<file path="src/hdl/dmmn_pkg.sv">
// Shared types and constants for the depth min/max to 8-bit gray normalizer.
package dmmn_pkg;

    localparam int PIXEL_W   = 16;
    localparam int GRAY_BITS = 8;
    localparam logic [GRAY_BITS-1:0] GRAY_MIN = '0;
    localparam logic [GRAY_BITS-1:0] GRAY_MAX = '1;

    // Values of the kind field.
    localparam logic KIND_SCAN = 1'b0;
    localparam logic KIND_MAP  = 1'b1;

    typedef struct packed {
        logic               kind;
        logic               first_of_pass;
        logic               last_of_pass;
        logic [PIXEL_W-1:0] pixel;
    } in_t;

    typedef struct packed {
        logic [GRAY_BITS-1:0] gray;
        logic                 frame_end;
    } out_t;

endpackage

</file>
<file path="src/hdl/dmmn_extremes.sv">
// Minimum and maximum tracker for the nonzero samples of a scan pass.
module dmmn_extremes #(
    parameter int PIXEL_BITS = 16
) (
    input  logic                  aclk,
    input  logic                  aresetn,
    input  logic                  upd,
    input  logic                  first,
    input  logic [PIXEL_BITS-1:0] pix,
    output logic [PIXEL_BITS-1:0] lo,
    output logic [PIXEL_BITS-1:0] hi
);

    logic [PIXEL_BITS-1:0] lo_reg, lo_next;
    logic [PIXEL_BITS-1:0] hi_reg, hi_next;
    logic [PIXEL_BITS-1:0] lo_base, hi_base;

    always_comb begin
        // A first flag restarts the extremes before this sample is taken in.
        lo_base = first ? '1 : lo_reg;
        hi_base = first ? '0 : hi_reg;
        lo_next = lo_reg;
        hi_next = hi_reg;
        if (upd) begin
            lo_next = lo_base;
            hi_next = hi_base;
            if (pix != '0) begin
                if (pix < lo_base) begin
                    lo_next = pix;
                end
                if (pix > hi_base) begin
                    hi_next = pix;
                end
            end
        end
    end

    always_ff @(posedge aclk) begin
        if (!aresetn) begin
            lo_reg <= '1;
            hi_reg <= '0;
        end else begin
            lo_reg <= lo_next;
            hi_reg <= hi_next;
        end
    end

    assign lo = lo_reg;
    assign hi = hi_reg;

endmodule

</file>
<file path="src/hdl/dmmn_divider.sv">
// Restoring divider that develops an 8-bit quotient one bit per cycle.
module dmmn_divider #(
    parameter int PIXEL_BITS = 16
) (
    input  logic                                 aclk,
    input  logic                                 aresetn,
    input  logic                                 start,
    input  logic [PIXEL_BITS+8:0]                num,
    input  logic [PIXEL_BITS:0]                  den,
    output logic                                 done,
    output logic [dmmn_pkg::GRAY_BITS-1:0]       quo
);

    localparam int NUM_W = PIXEL_BITS + 9;
    localparam int QB    = dmmn_pkg::GRAY_BITS;
    localparam int CNT_W = $clog2(QB);

    logic [NUM_W-1:0] rem_reg, rem_next;
    logic [NUM_W-1:0] dsh_reg, dsh_next;
    logic [QB-1:0]    quo_reg, quo_next;
    logic [CNT_W-1:0] cnt_reg, cnt_next;
    logic             busy_reg, busy_next;
    logic             done_reg, done_next;
    logic             fits;

    assign fits = (rem_reg >= dsh_reg);

    always_comb begin
        rem_next  = rem_reg;
        dsh_next  = dsh_reg;
        quo_next  = quo_reg;
        cnt_next  = cnt_reg;
        busy_next = busy_reg;
        done_next = 1'b0;
        if (start) begin
            // The quotient is known to stay below 2**QB, so the divisor starts
            // aligned to the top quotient bit.
            rem_next  = num;
            dsh_next  = NUM_W'({den, {(QB-1){1'b0}}});
            cnt_next  = CNT_W'(QB - 1);
            busy_next = 1'b1;
        end else if (busy_reg) begin
            if (fits) begin
                rem_next = rem_reg - dsh_reg;
            end
            quo_next = {quo_reg[QB-2:0], fits};
            dsh_next = dsh_reg >> 1;
            cnt_next = cnt_reg - CNT_W'(1);
            if (cnt_reg == '0) begin
                busy_next = 1'b0;
                done_next = 1'b1;
            end
        end
    end

    always_ff @(posedge aclk) begin
        if (!aresetn) begin
            busy_reg <= 1'b0;
            done_reg <= 1'b0;
            cnt_reg  <= '0;
        end else begin
            busy_reg <= busy_next;
            done_reg <= done_next;
            cnt_reg  <= cnt_next;
        end
        rem_reg <= rem_next;
        dsh_reg <= dsh_next;
        quo_reg <= quo_next;
    end

    assign done = done_reg;
    assign quo  = quo_reg;

endmodule

</file>
<file path="src/hdl/depth_minmax_normalize_to_gray8.sv">
// Depth normalizer: a frame is sent twice, a scan pass (kind 0) that gathers the
// smallest and largest nonzero sample and returns nothing, then a map pass
// (kind 1) that returns one gray value per sample, round((v-min)*255/(max-min))
// rounded half up and clamped, 0 for a zero sample, with min=0 and max=1 when
// max<=min. A map sample goes from acceptance to a loaded result through a
// setup step, the bit-serial restoring divider (one quotient bit at a time), a
// step to pick up the quotient, then the hand-off to the output register;
// samples that need no division (zero, at or beyond the extremes, or a
// degenerate range) skip the divider. The next sample is accepted in the cycle
// after the hand-off. The output register lets the next sample be accepted
// while a result still waits to be taken.
module depth_minmax_normalize_to_gray8 #(
    parameter int PIXEL_BITS = 16
) (
    input  logic            aclk,
    input  logic            aresetn,
    input  logic            s_valid,
    output logic            s_ready,
    input  dmmn_pkg::in_t   s_data,
    output logic            m_valid,
    input  logic            m_ready,
    output dmmn_pkg::out_t  m_data
);

    localparam int NUM_W = PIXEL_BITS + 9;
    localparam int QB    = dmmn_pkg::GRAY_BITS;

    typedef enum logic [3:0] {
        ST_IDLE = 4'b0001,
        ST_PREP = 4'b0010,
        ST_DIV  = 4'b0100,
        ST_DONE = 4'b1000
    } state_t;

    state_t                state_reg, state_next;
    logic [PIXEL_BITS-1:0] pix_reg, pix_next;
    logic                  last_reg, last_next;
    logic [QB-1:0]         gray_reg, gray_next;
    logic                  m_valid_reg, m_valid_next;
    dmmn_pkg::out_t        m_data_reg, m_data_next;

    logic                  s_fire;
    logic                  scan_upd;
    logic [PIXEL_BITS-1:0] in_pix;
    logic [PIXEL_BITS-1:0] lo_w, hi_w;
    logic [PIXEL_BITS-1:0] lo_eff, hi_eff, range_w, diff_w;
    logic [NUM_W-1:0]      num_w;
    logic [PIXEL_BITS:0]   den_w;
    logic                  div_start, div_done;
    logic [QB-1:0]         div_quo;
    logic                  degen, out_load;

    assign s_ready  = (state_reg == ST_IDLE);
    assign s_fire   = s_valid && s_ready;
    assign in_pix   = s_data.pixel[PIXEL_BITS-1:0];
    assign scan_upd = s_fire && (s_data.kind == dmmn_pkg::KIND_SCAN);

    dmmn_extremes #(.PIXEL_BITS(PIXEL_BITS)) u_extremes (
        .aclk    (aclk),
        .aresetn (aresetn),
        .upd     (scan_upd),
        .first   (s_data.first_of_pass),
        .pix     (in_pix),
        .lo      (lo_w),
        .hi      (hi_w)
    );

    // Setup of the division: num = (v-lo)*510 + range, den = 2*range.
    always_comb begin
        degen   = (hi_w <= lo_w);
        lo_eff  = degen ? '0 : lo_w;
        hi_eff  = degen ? PIXEL_BITS'(1) : hi_w;
        range_w = hi_eff - lo_eff;
        diff_w  = pix_reg - lo_eff;
        num_w   = NUM_W'({diff_w, 9'b0}) - NUM_W'({diff_w, 1'b0}) + NUM_W'(range_w);
        den_w   = {range_w, 1'b0};
    end

    dmmn_divider #(.PIXEL_BITS(PIXEL_BITS)) u_divider (
        .aclk    (aclk),
        .aresetn (aresetn),
        .start   (div_start),
        .num     (num_w),
        .den     (den_w),
        .done    (div_done),
        .quo     (div_quo)
    );

    assign out_load = (state_reg == ST_DONE) && (!m_valid_reg || m_ready);

    always_comb begin
        state_next   = state_reg;
        pix_next     = pix_reg;
        last_next    = last_reg;
        gray_next    = gray_reg;
        div_start    = 1'b0;
        m_data_next  = m_data_reg;
        m_valid_next = m_valid_reg && !m_ready;
        case (state_reg)
            ST_IDLE: begin
                if (s_fire && (s_data.kind == dmmn_pkg::KIND_MAP)) begin
                    pix_next   = in_pix;
                    last_next  = s_data.last_of_pass;
                    state_next = ST_PREP;
                end
            end
            ST_PREP: begin
                if (pix_reg == '0 || pix_reg <= lo_eff) begin
                    gray_next  = dmmn_pkg::GRAY_MIN;
                    state_next = ST_DONE;
                end else if (pix_reg >= hi_eff) begin
                    gray_next  = dmmn_pkg::GRAY_MAX;
                    state_next = ST_DONE;
                end else begin
                    div_start  = 1'b1;
                    state_next = ST_DIV;
                end
            end
            ST_DIV: begin
                if (div_done) begin
                    gray_next  = div_quo;
                    state_next = ST_DONE;
                end
            end
            ST_DONE: begin
                if (out_load) begin
                    m_data_next.gray      = gray_reg;
                    m_data_next.frame_end = last_reg;
                    m_valid_next          = 1'b1;
                    state_next            = ST_IDLE;
                end
            end
            default: begin
                state_next = ST_IDLE;
            end
        endcase
    end

    always_ff @(posedge aclk) begin
        if (!aresetn) begin
            state_reg   <= ST_IDLE;
            m_valid_reg <= 1'b0;
        end else begin
            state_reg   <= state_next;
            m_valid_reg <= m_valid_next;
        end
        pix_reg    <= pix_next;
        last_reg   <= last_next;
        gray_reg   <= gray_next;
        m_data_reg <= m_data_next;
    end

    assign m_valid = m_valid_reg;
    assign m_data  = m_data_reg;

    // The divider reports completion only while a division is awaited.
    assert property (@(posedge aclk) disable iff (!aresetn)
        div_done |-> (state_reg == ST_DIV))
        else $error("divider finished outside of a division");

    // After a nonzero scan sample the extremes bracket it, so min <= max.
    assert property (@(posedge aclk) disable iff (!aresetn)
        (scan_upd && (in_pix != '0)) |=> (lo_w <= hi_w))
        else $error("extremes out of order after a nonzero scan sample");

    // A result appears only from the hand-off state.
    assert property (@(posedge aclk) disable iff (!aresetn)
        $rose(m_valid) |-> $past(state_reg == ST_DONE))
        else $error("result raised without a finished map transaction");

endmodule
</file>
<file path="config.mk">
export PLATFORM = sky130hd
export DESIGN_NAME = depth_minmax_normalize_to_gray8
export DESIGN_NICKNAME = d
export VERILOG_FILES = /design/src/hdl/dmmn_pkg.sv /design/src/hdl/dmmn_extremes.sv /design/src/hdl/dmmn_divider.sv /design/src/hdl/depth_minmax_normalize_to_gray8.sv
export SDC_FILE = /design/constraint.sdc
export NUM_CORES = 1
export LEC_CHECK = 0
export BUFFER_PORTS_ARGS = -buffer_cell sky130_fd_sc_hd__buf_2
export CAP_MARGIN = 20
export CORE_ASPECT_RATIO = 0.7
export CORE_MARGIN = 1.5
export CORE_UTILIZATION = 69
export DETAILED_ROUTE_END_ITERATION = 8
export HOLD_SLACK_MARGIN = 0.15
export PLACE_DENSITY = 0.85
export SKIP_CTS_REPAIR_TIMING = 1
export SYNTH_ARGS = -nofsm -noshare
export SYNTH_HDL_FRONTEND = slang
export SYNTH_HIERARCHICAL = 1
export SYNTH_SLANG_ARGS = --single-unit
</file>
<file path="constraint.sdc">
create_clock -name aclk -period 16 [get_ports aclk]
set_input_delay 2.4 -clock aclk [delete_from_list [all_inputs] [get_ports aclk]]
set_output_delay 2.4 -clock aclk [all_outputs]
set_load 0.1 [all_outputs]
</file>
After elaboration in Yosys (flattened, before gate mapping) --
Cells that the tools add are included.
Storage, ports and cells: RAM bits 0, bits in latches 0, output and inout port bits 11, input bits 23, register bits 133, memories kept 0, bits in read-only memories 0, logic and storage cells 96
Cells by class: add/sub/neg operators 6, shift-type cells 0, equal/unequal tests 8, multiply operators 0, reduce and logical (&&, ||, !) cells 22, div/mod/pow operators 0, bitwise logic cells 4, $lt $le $gt $ge 6, mux-type cells 34
Operators with widths (number):
- $mux 16 | 8
- $mux 25 | 3
- $mux 24 | 2
- $le 16x16->1 | 2
- $sub 16x16->16 | 2
- $add 25x16->25 | 1
- $ge 25x24->1 | 1
- $sub 25x17->25 | 1
- $sub 25x24->25 | 1
- $mux 8 | 3
- $mux 4 | 5
- $ge 16x16->1 | 1
- $gt 16x16->1 | 1
- $logic_not 16->1 | 1
- $lt 16x16->1 | 1
- $pmux 4 s4 | 1
- $pmux 8 s2 | 1
- $reduce_bool 16->1 | 1
- $mux 1 | 9
- $reduce_and 2->1 | 4
- $mux 3 | 2
- $reduce_and 3->1 | 2
- $reduce_bool 2->1 | 3
- $logic_and 1x1->1 | 5
- other kinds (13) | 19

Longest topological paths before layout --
Gate-level depths: netlist of the first run.
word-level depth 8, gate-level depth with buffers 36, depth with buffers taken out 35

By module --
The synthesis of the first run kept the hierarchy.
By module, submodules not included:
- depth_minmax_normalize_to_gray8 | cells each 618, seq. area each 1121.1 sq um, area an instance 5248.8 sq um, instances 1
- dmmn_divider | cells each 410, seq. area each 1741.7 sq um, area an instance 3813.7 sq um, instances 1
- dmmn_extremes | cells each 307, seq. area each 640.6 sq um, area an instance 2486.1 sq um, instances 1

Worst setup path after synthesis of the first run --
OpenSTA, ideal clock, no wires.
kind reg2reg, start register u_extremes.lo_reg[1] (netlist: u_extremes/lo[1]), end register u_divider.rem_reg[24] (data pin), data required time 15740 ps, clock period less this slack 6636 ps, arrival time 6377 ps, path slack 9364 ps, library setup time 260 ps, cell stages (with the launch flop) 35, path buffers 1, cells stage by stage dfxtp_1 -> inv_1 -> ha_1 -> nor2b_1 -> o21a_1 -> o21ai_0 -> a21oi_1 -> o31ai_1 -> a31oi_1 -> clkbuf_1 -> nand2_1 -> inv_1 -> ha_1 -> inv_1 -> fa_1 -> a21o_1 -> a21o_1 -> a21oi_1 -> o21ai_0 -> a211oi_1 -> and4b_1 -> a211oi_1 -> inv_1 -> xnor2_1 -> ha_1 -> ha_1 -> a21o_1 -> a221o_1 -> a21o_2 -> a21oi_1 -> a22oi_2 -> o31ai_4 -> mux2i_1 -> xnor2_1 -> mux2_2
Between the ends: elaborated cells on any way between the ends 14, classes of those cells 4 x add/sub; 3 x order compare; 6 x mux; 1 x reduce/logical
RTL lines:
- from (decl) | RTL line dmmn_extremes.sv:14 | logic [PIXEL_BITS-1:0] lo_reg, lo_next;
- from (signal assigned) | RTL line dmmn_extremes.sv:43 | lo_reg <= lo_next;
- $le 16x16->1 | RTL line depth_minmax_normalize_to_gray8.sv:70 | degen = (hi_w <= lo_w);
- $mux 16 (on tied branches) | RTL line depth_minmax_normalize_to_gray8.sv:72, depth_minmax_normalize_to_gray8.sv:71
- $sub 16x16->16 (*) | RTL line depth_minmax_normalize_to_gray8.sv:73 | range_w = hi_eff - lo_eff;
- via range_w[14] | RTL line depth_minmax_normalize_to_gray8.sv:46 | logic [PIXEL_BITS-1:0] lo_eff, hi_eff, range_w, diff_w;
- $add 25x16->25 (*) | RTL line depth_minmax_normalize_to_gray8.sv:75 | num_w = NUM_W'({diff_w, 9'b0}) - NUM_W'({diff_w, 1'b0}) + NUM_W'(range_w);
- via num_w[24] | RTL line depth_minmax_normalize_to_gray8.sv:47 | logic [NUM_W-1:0] num_w;
- $mux 25 (*) | RTL line dmmn_divider.sv:35 | if (start) begin
- via u_divider.rem_next[24] | RTL line dmmn_divider.sv:18 | logic [NUM_W-1:0] rem_reg, rem_next;
- to (signal assigned) | RTL line dmmn_divider.sv:66 | rem_reg <= rem_next;
- to (decl) | RTL line dmmn_divider.sv:18
Mark *: on every way through the listed nets, which the timed path passes. The rest lies on a longest branch. A chain may end at the register's enable or synchronous reset.

Worst setup path in the final report of the first run --
start register u_extremes.lo_reg[9] (netlist: u_extremes/lo[9]), end register u_divider.rem_reg[24] (data pin)
Same word-level chain as after synthesis.

==> results.tsv, run 1 <==
stage	metric	value	unit
outcome	outcome	complete, no violations	
min_path	Hold Path Class	reg -> reg	
synthesis	Synth Area in Compound Gates	0.220	
synthesis	leading cell types by count after synthesis	155 x ha_1, 142 x nand2_1, 112 x o21ai_0	
synthesis	YS warnings	6	
synthesis	Top FF cell, synth	edfxtp_1	
grt	vias in the first global route	9898	
critical_path	CP startpoint kind	register	
floorplanning	Die Wd	158	um
detailed_routing	DRT iter0 DRCs	1586	
floorplanning	Core Area	16300	um^2
synthesis	Synth Area in Adders	0.177	
clock_tree	# clock sinks	133	
pwr	leakage dissipation	5.21	nW
clock_tree	Clock Tree Root	clkbuf_16	
placement	HPWL after DPL	24.5	mm
critical_path	Worst EP required	16180	ps
synthesis	fraction of registers with async set/reset	0	
cells_and_area	n_diodes	0	
timing	Final Hold Fails	0	
grt	largest net degree at the start of global routing	87	
detailed_routing	ANT nets after route	0	
synthesis	Post-Synth XOR/XNOR Area	0.0568	
job	MaxCap Viol Count	0	
timing	Worst-Margin Slew	966	ps
clock_tree	H-tree depth	4	
synthesis	synthesized area per cell	8.65	um^2
critical_path	slowest cell delay on critical path	390	ps
detailed_routing	Routed WL	32.7	mm
critical_path	CP max FO	30	
synthesis	top cell type's share of synthesized area	0.218	
synthesis	post-synthesis mux area share	0.0115	
synthesis	Distinct cells, synth	77	
timing	Rel. slew slack	0.340	
timing	Final setup violation count	0	
clock_tree	Clock Path Buffers	2	
synthesis	largest family of logic cells by synthesized area	compound AO/OA/AOI/OAI gates	
grt	initial antenna violation count	0	
synthesis	total nets after synthesis	1518	
critical_path	Critical Path End Type	register	
synthesis	cell count after synthesis	1335	
grt	first-pass GRT wire length	52.1	mm
timing	RSZ-0062 raised after global routing	no	
cells_and_area	share of cells above drive strength 1	0.0769	
floorplanning	Ports	34	
placement	port bufs	33	
cells_and_area	Area growth, synth to finish	8.48	%
cells_and_area	Nets	1536	
clock_tree	CTS Buf Count	17	
pwr	Peak supply drop	0.0000782	V
cells_and_area	Largest register FFs	25	
grt	remaining global-route overflow	0	
clock_tree	Clock Latency Late Sink	430	ps
floorplanning	Chip Height	111	um
clock_tree	CTS tree	built	
floorplanning	Die ar.	17500	um^2
critical_path	slowest CP cell	dfxtp_1	
timing	fin crit share	0.467	
timing	post-route minimum period	7470	ps
synthesis	top post-synthesis cells by area	edfxtp_1 22%, ha_1 17%, dfxtp_1 8.5%, o21ai_0 4.9%, nand2_1 4.6%	
synthesis	register area share after synthesis	0.303	
timing	setup TNS	0	ps
synthesis	mapped cell area	11500	um^2
floorplanning	initial cell density of the core	0.706	
detailed_routing	DR vias	10700	
synthesis	area leader, netlist	edfxtp_1	
detailed_routing	Wirelength per Cell	20.6	um
synthesis	EDFF count, synth	84	
pwr	Design Power	0.000997	W
timing	Max Fclk	134	MHz
clock_tree	clock-pin slew on the worst setup and hold paths	70	ps
synthesis	Simple-Gate Fraction of Synth Area	0.180	
synthesis	most numerous cell in the Yosys netlist	ha_1	
detailed_routing	DR vias/cell	6.76	
detailed_routing	# DRC	0	
critical_path	Crit Path Class	reg -> reg	
cells_and_area	post-layout util	0.766	
grt	gr usage total	0.385	
pwr	Pwr Density	79.6	nW/um^2
synthesis	Seq cells post-synth	133	
critical_path	Critical Path AT	7660	ps
timing	clk_skew	9.23	ps
placement	Cells after DPL	1555	
placement	GP Congestion	1.03	
detailed_routing	router iterations before antenna repair	5	
floorplanning	num rows	39	
cells_and_area	Finished Layout Cells	1591	
timing	Final Max Slew Viols	0	
## worst max-delay path: cells and delay by family (launching register included)
kind                       cells  cell delay, ps
AOI/OAI and AO/OA             17            3630
xor gates and xnor gates       2             260
adders and majority gates      5            1370
buffers and inverters          4             510
DFF                            1             390
muxes                          2             540
and+or+nand+nor                3             510
## placed cells by master, fill, tap and decap left out, types with 8 or more instances in the layout
master     netlist  final
edfxtp_1        84     84
nand3_1         18     18
xnor2_1         56     56
a31oi_1         23     22
o21a_1          15     15
buf_4            0     13
ha_1           155    155
and3_1          15     15
a21boi_0         8      8
clkbuf_16        0     17
buf_2            4     33
dfxtp_1         49     49
o311ai_0        17     17
nand4_1         18     18
nor2b_1         17     17
a21oi_1         80     80
o31ai_1         11     11
o21ai_0        112    111
or3_1           26     26
nor3_1          17     17
mux2i_1         11     11
nor2_1          75     75
a211oi_1        12     11
nand2_1        142    142
nor4_1          13     13
a21o_1          32     32
o211ai_1         8      8
o211a_1         17     17
xor2_1          17     17
nand2b_1        30     30
o21bai_1        12     12
inv_1          103    103
or4_1           21     21
## metrics by stage
step,hold WS [ps],worst slack [ps],cell area [um^2]
2_1_floorplan,400,9360,11500
3_3_place_gp,402,8970,11900
3_5_place_dp,410,8740,11900
4_1_cts,426,8640,12500
5_1_grt,428,8130,12500
6_report,423,8530,12500
## worst paths after layout
path	start	endpoint	slack, ps	depth (start not counted)
hold / removal	gray_reg[6]	m_data[7]	420	0
setup / recovery	u_extremes/lo[9]	u_divider/rem_reg[24]	8530	33
setup reg to reg	u_extremes/lo[9]	u_divider/rem_reg[24]	8530	33
hold reg to reg	gray_reg[6]	m_data[7]	420	0
## power by group
| part | switching [W] | internal (W) | total (W) |
|---|---|---|---|
| sequential | 0.0000109 | 0.000370 | 0.000381 |
| clock | 0.000177 | 0.000221 | 0.000397 |
| combinational | 0.000130 | 0.0000890 | 0.000219 |
## cell families after synthesis
logic type	after synthesis
adders and majority gates	160
DFF	133
xor gates and xnor gates	74
AOI/OAI and AO/OA	385
other	1
muxes	13
buffers and inverters	152
and+or+nand+nor	417
## per-layer routing
layer	share of wire	up-vias	GRT usage	wire length, um
li1	-	4959	-	-
met2	0.40	743	0.526	12900
met5	0	-	0	0
met3	0.16	74	0.135	5070
met1	0.43	4973	0.572	14100
met4	0.019	0	0.0987	609
## layout make-up
type,instances,area (um^2)
Multi-Input combinational cell,1050,7470
Fill cell,1200,3820
Sequential cell,133,3500
Clock buffer,17,425
Inverter,103,387
Timing Repair Buffer,48,298
Tap cell,225,282
Clock inverter,15,159
Note: power is estimated with default switching activity, not from simulation.
==> run 2, diff against run 1 <==
--- a/config.mk
+++ b/config.mk
@@ -9,10 +9,10 @@
 export CAP_MARGIN = 20
 export CORE_ASPECT_RATIO = 0.7
 export CORE_MARGIN = 1.5
-export CORE_UTILIZATION = 69
+export CORE_UTILIZATION = 58
 export DETAILED_ROUTE_END_ITERATION = 8
 export HOLD_SLACK_MARGIN = 0.15
-export PLACE_DENSITY = 0.85
+export PLACE_DENSITY = 0.76
 export SKIP_CTS_REPAIR_TIMING = 1
 export SYNTH_ARGS = -nofsm -noshare
 export SYNTH_HDL_FRONTEND = slang
==> constraint.sdc (replaced) <==
create_clock -name aclk -period 6.2 [get_ports aclk]
set_input_delay 0.93 -clock aclk [delete_from_list [all_inputs] [get_ports aclk]]
set_output_delay 0.93 -clock aclk [all_outputs]
set_load 0.1 [all_outputs]
==> results.tsv, run 2 (synthesis gave the netlist of run 1 again) <==
stage	metric	value	unit	change
pwr	internal power	0.00187	W	was 0.000680 W
cells_and_area	fillcell total	1430		was 1200
clock_tree	H-tree depth	4		unchanged
timing	fin crit share	1.07		was 0.467
pwr	leakage dissipation	5.88	nW	was 5.21 nW
cells_and_area	post-layout util	0.729		was 0.766
detailed_routing	Routed WL	32.9	mm	was 32.7 mm
placement	port bufs	33		unchanged
clock_tree	CTS Buf Count	17		unchanged
timing	Final Hold Fails	0		unchanged
critical_path	Crit Path Class	reg -> reg		unchanged
placement	Placed Area	13000	um^2	was 11900 um^2
critical_path	path depth of the worst reg2reg path	32		was 33
timing	Rel. slew slack	0.344		was 0.340
floorplanning	Chip Height	121	um	was 111 um
outcome	outcome	complete, but fails checks		was complete, no violations
clock_tree	CTS tree	built		unchanged
detailed_routing	ANT nets after route	0		unchanged
grt	largest net degree at the start of global routing	52		was 87
timing	Final Max Slew Viols	0		unchanged
floorplanning	Die ar.	20800	um^2	was 17500 um^2
grt	initial antenna violation count	0		unchanged
timing	clk_skew	12.2	ps	was 9.23 ps
timing	Max Fclk	151	MHz	was 134 MHz
floorplanning	Core Area	19200	um^2	was 16300 um^2
pwr	sequential power share	0.349		was 0.382
critical_path	Worst EP required	6390	ps	was 16180 ps
timing	post-route minimum period	6640	ps	was 7470 ps
critical_path	CP max FO	8		was 30
clock_tree	Clock Path Buffers	2		unchanged
floorplanning	Ports	34		unchanged
detailed_routing	# DRC	0		unchanged
pwr	P_sw	0.000904	W	was 0.000318 W
min_path	Hold Path Class	reg -> reg		unchanged
pwr	Pwr Density	198	nW/um^2	was 79.6 nW/um^2
critical_path	CP startpoint kind	register		unchanged
critical_path	Critical Path AT	6820	ps	was 7660 ps
cells_and_area	share of cells above drive strength 1	0.199		was 0.0769
detailed_routing	router iterations before antenna repair	6		was 5
timing	WHS	422	ps	was 423 ps
placement	HPWL after DPL	24.3	mm	was 24.5 mm
detailed_routing	DR vias/cell	6.26		was 6.76
timing	Final setup violation count	6		was 0
min_path	WHS Path Cells	0		unchanged
detailed_routing	DR vias	11000		was 10700
floorplanning	initial cell density of the core	0.602		was 0.706
floorplanning	Die Wd	172	um	was 158 um
grt	vias in the first global route	10300		was 9898
critical_path	Top cell by count, worst path	a21oi_2		
critical_path	slowest CP cell	a31oi_4		was dfxtp_1
cells_and_area	Nets	1669		was 1536
timing	RSZ-0062 raised after global routing	yes		was no
cells_and_area	Largest register FFs	25		unchanged
placement	GP Congestion	0.941		was 1.03
job	MaxCap Viol Count	0		unchanged
cells_and_area	commonest non-fill, non-tap cell in the layout	buf_4		was ha_1
floorplanning	num rows	42		was 39
clock_tree	clock-pin slew on the worst setup and hold paths	70	ps	about the same
pwr	switching share of total power	0.326		was 0.318
pwr	Gate power share	0.278		was 0.220
cells_and_area	Finished Cell Area	14000	um^2	was 12500 um^2
cells_and_area	n_diodes	0		unchanged
critical_path	Critical Path End Type	register		unchanged
clock_tree	Clock Latency Late Sink	440	ps	was 430 ps
placement	Post-Place Worst Slack	-505	ps	was 8740 ps
pwr	clock power share	0.373		was 0.398
critical_path	slowest cell delay on critical path	360	ps	was 390 ps
clock_tree	# clock sinks	133		unchanged
pwr	Peak supply drop	0.000149	V	was 0.0000782 V
clock_tree	Clock Tree Root	clkbuf_16		unchanged
grt	first-pass GRT wire length	52.1	mm	about the same
cells_and_area	Area growth, synth to finish	21.1	%	was 8.48%
cells_and_area	most frequent cells in the layout	145 x buf_4, 144 x ha_1, 140 x nand2_1		was 155 x ha_1, 142 x nand2_1, 111 x o21ai_0
grt	remaining global-route overflow	0		unchanged
detailed_routing	DRT iter0 DRCs	1215		was 1586
outcome	violated checks	negative setup slack		
timing	Final WS setup	-436	ps	was 8530 ps
detailed_routing	Wirelength per Cell	18.7	um	was 20.6 um
timing	Worst-Margin Slew	984	ps	was 966 ps
grt	gr usage total	0.320		was 0.385
## run 2: cell count changes in the layout (fill, tap and decap cells not counted), sizes merged
cell / before / now
buf: 47 / 181
clkinvlp: 3 / 0
clkinv: 2 / 4
inv: 112 / 114
bufinv: 1 / 0
clkbuf: 18 / 17
## run 2: cell type report
type                            instances  area (um^2)  area share
Multi-Input combinational cell       1050         7880       0.563
Clock inverter                         15          171      0.0123
Sequential cell                       133         3500       0.250
Clock buffer                           17          425      0.0304
Tap cell                              264          330      0.0236
Timing Repair Buffer                  181         1290      0.0922
Inverter                              103          387      0.0276
## run 2: worst paths after layout
path,start,end,slack [ps]
min,gray_reg[6],m_data[7],420
min reg2reg,gray_reg[6],m_data[7],420
max,u_extremes/lo[9],u_divider/rem_reg[24],-440
max reg2reg,u_extremes/lo[9],u_divider/rem_reg[24],-440
## run 2: per-stage QoR
step	cells	power (W)	setup TNS, ps
2_1_floorplan	1335	0.00142	0
3_5_place_dp	1722	0.00166	-2400
3_3_place_gp	1722	0.00165	-1970
5_1_grt	1763	0.00288	-4230
6_report	1763	0.00277	-1820
4_1_cts	1754	0.00269	-3110
## run 2: worst max-delay path: cells and delay by family (launching register included)
family	cells	cell delay [ps]
compound gates	17	3330
fa+ha+maj	5	1280
simple gates	3	440
xor+xnor	2	270
flops	1	330
buf+inv	3	230
mux	2	500
## run 2: power groups by stage
stage          clock (W)  combinational, W  sequential [W]
6_report         0.00103          0.000771        0.000968
5_1_grt          0.00107          0.000841        0.000970
4_1_cts          0.00104          0.000687        0.000967
3_5_place_dp           0          0.000677        0.000987
3_3_place_gp           0          0.000663        0.000986
2_1_floorplan          0          0.000437        0.000988
## run 2: layer usage
layer / vias to the layer above / track usage / part of all wire / wire, um
met5: - / 0 / 0 / 0
met3: 43 / 0.0825 / 0.11 / 3510
met1: 5229 / 0.468 / 0.46 / 15000
met4: 0 / 0.0707 / 0.014 / 477
li1: 5230 / - / - / -
met2: 531 / 0.471 / 0.42 / 13900
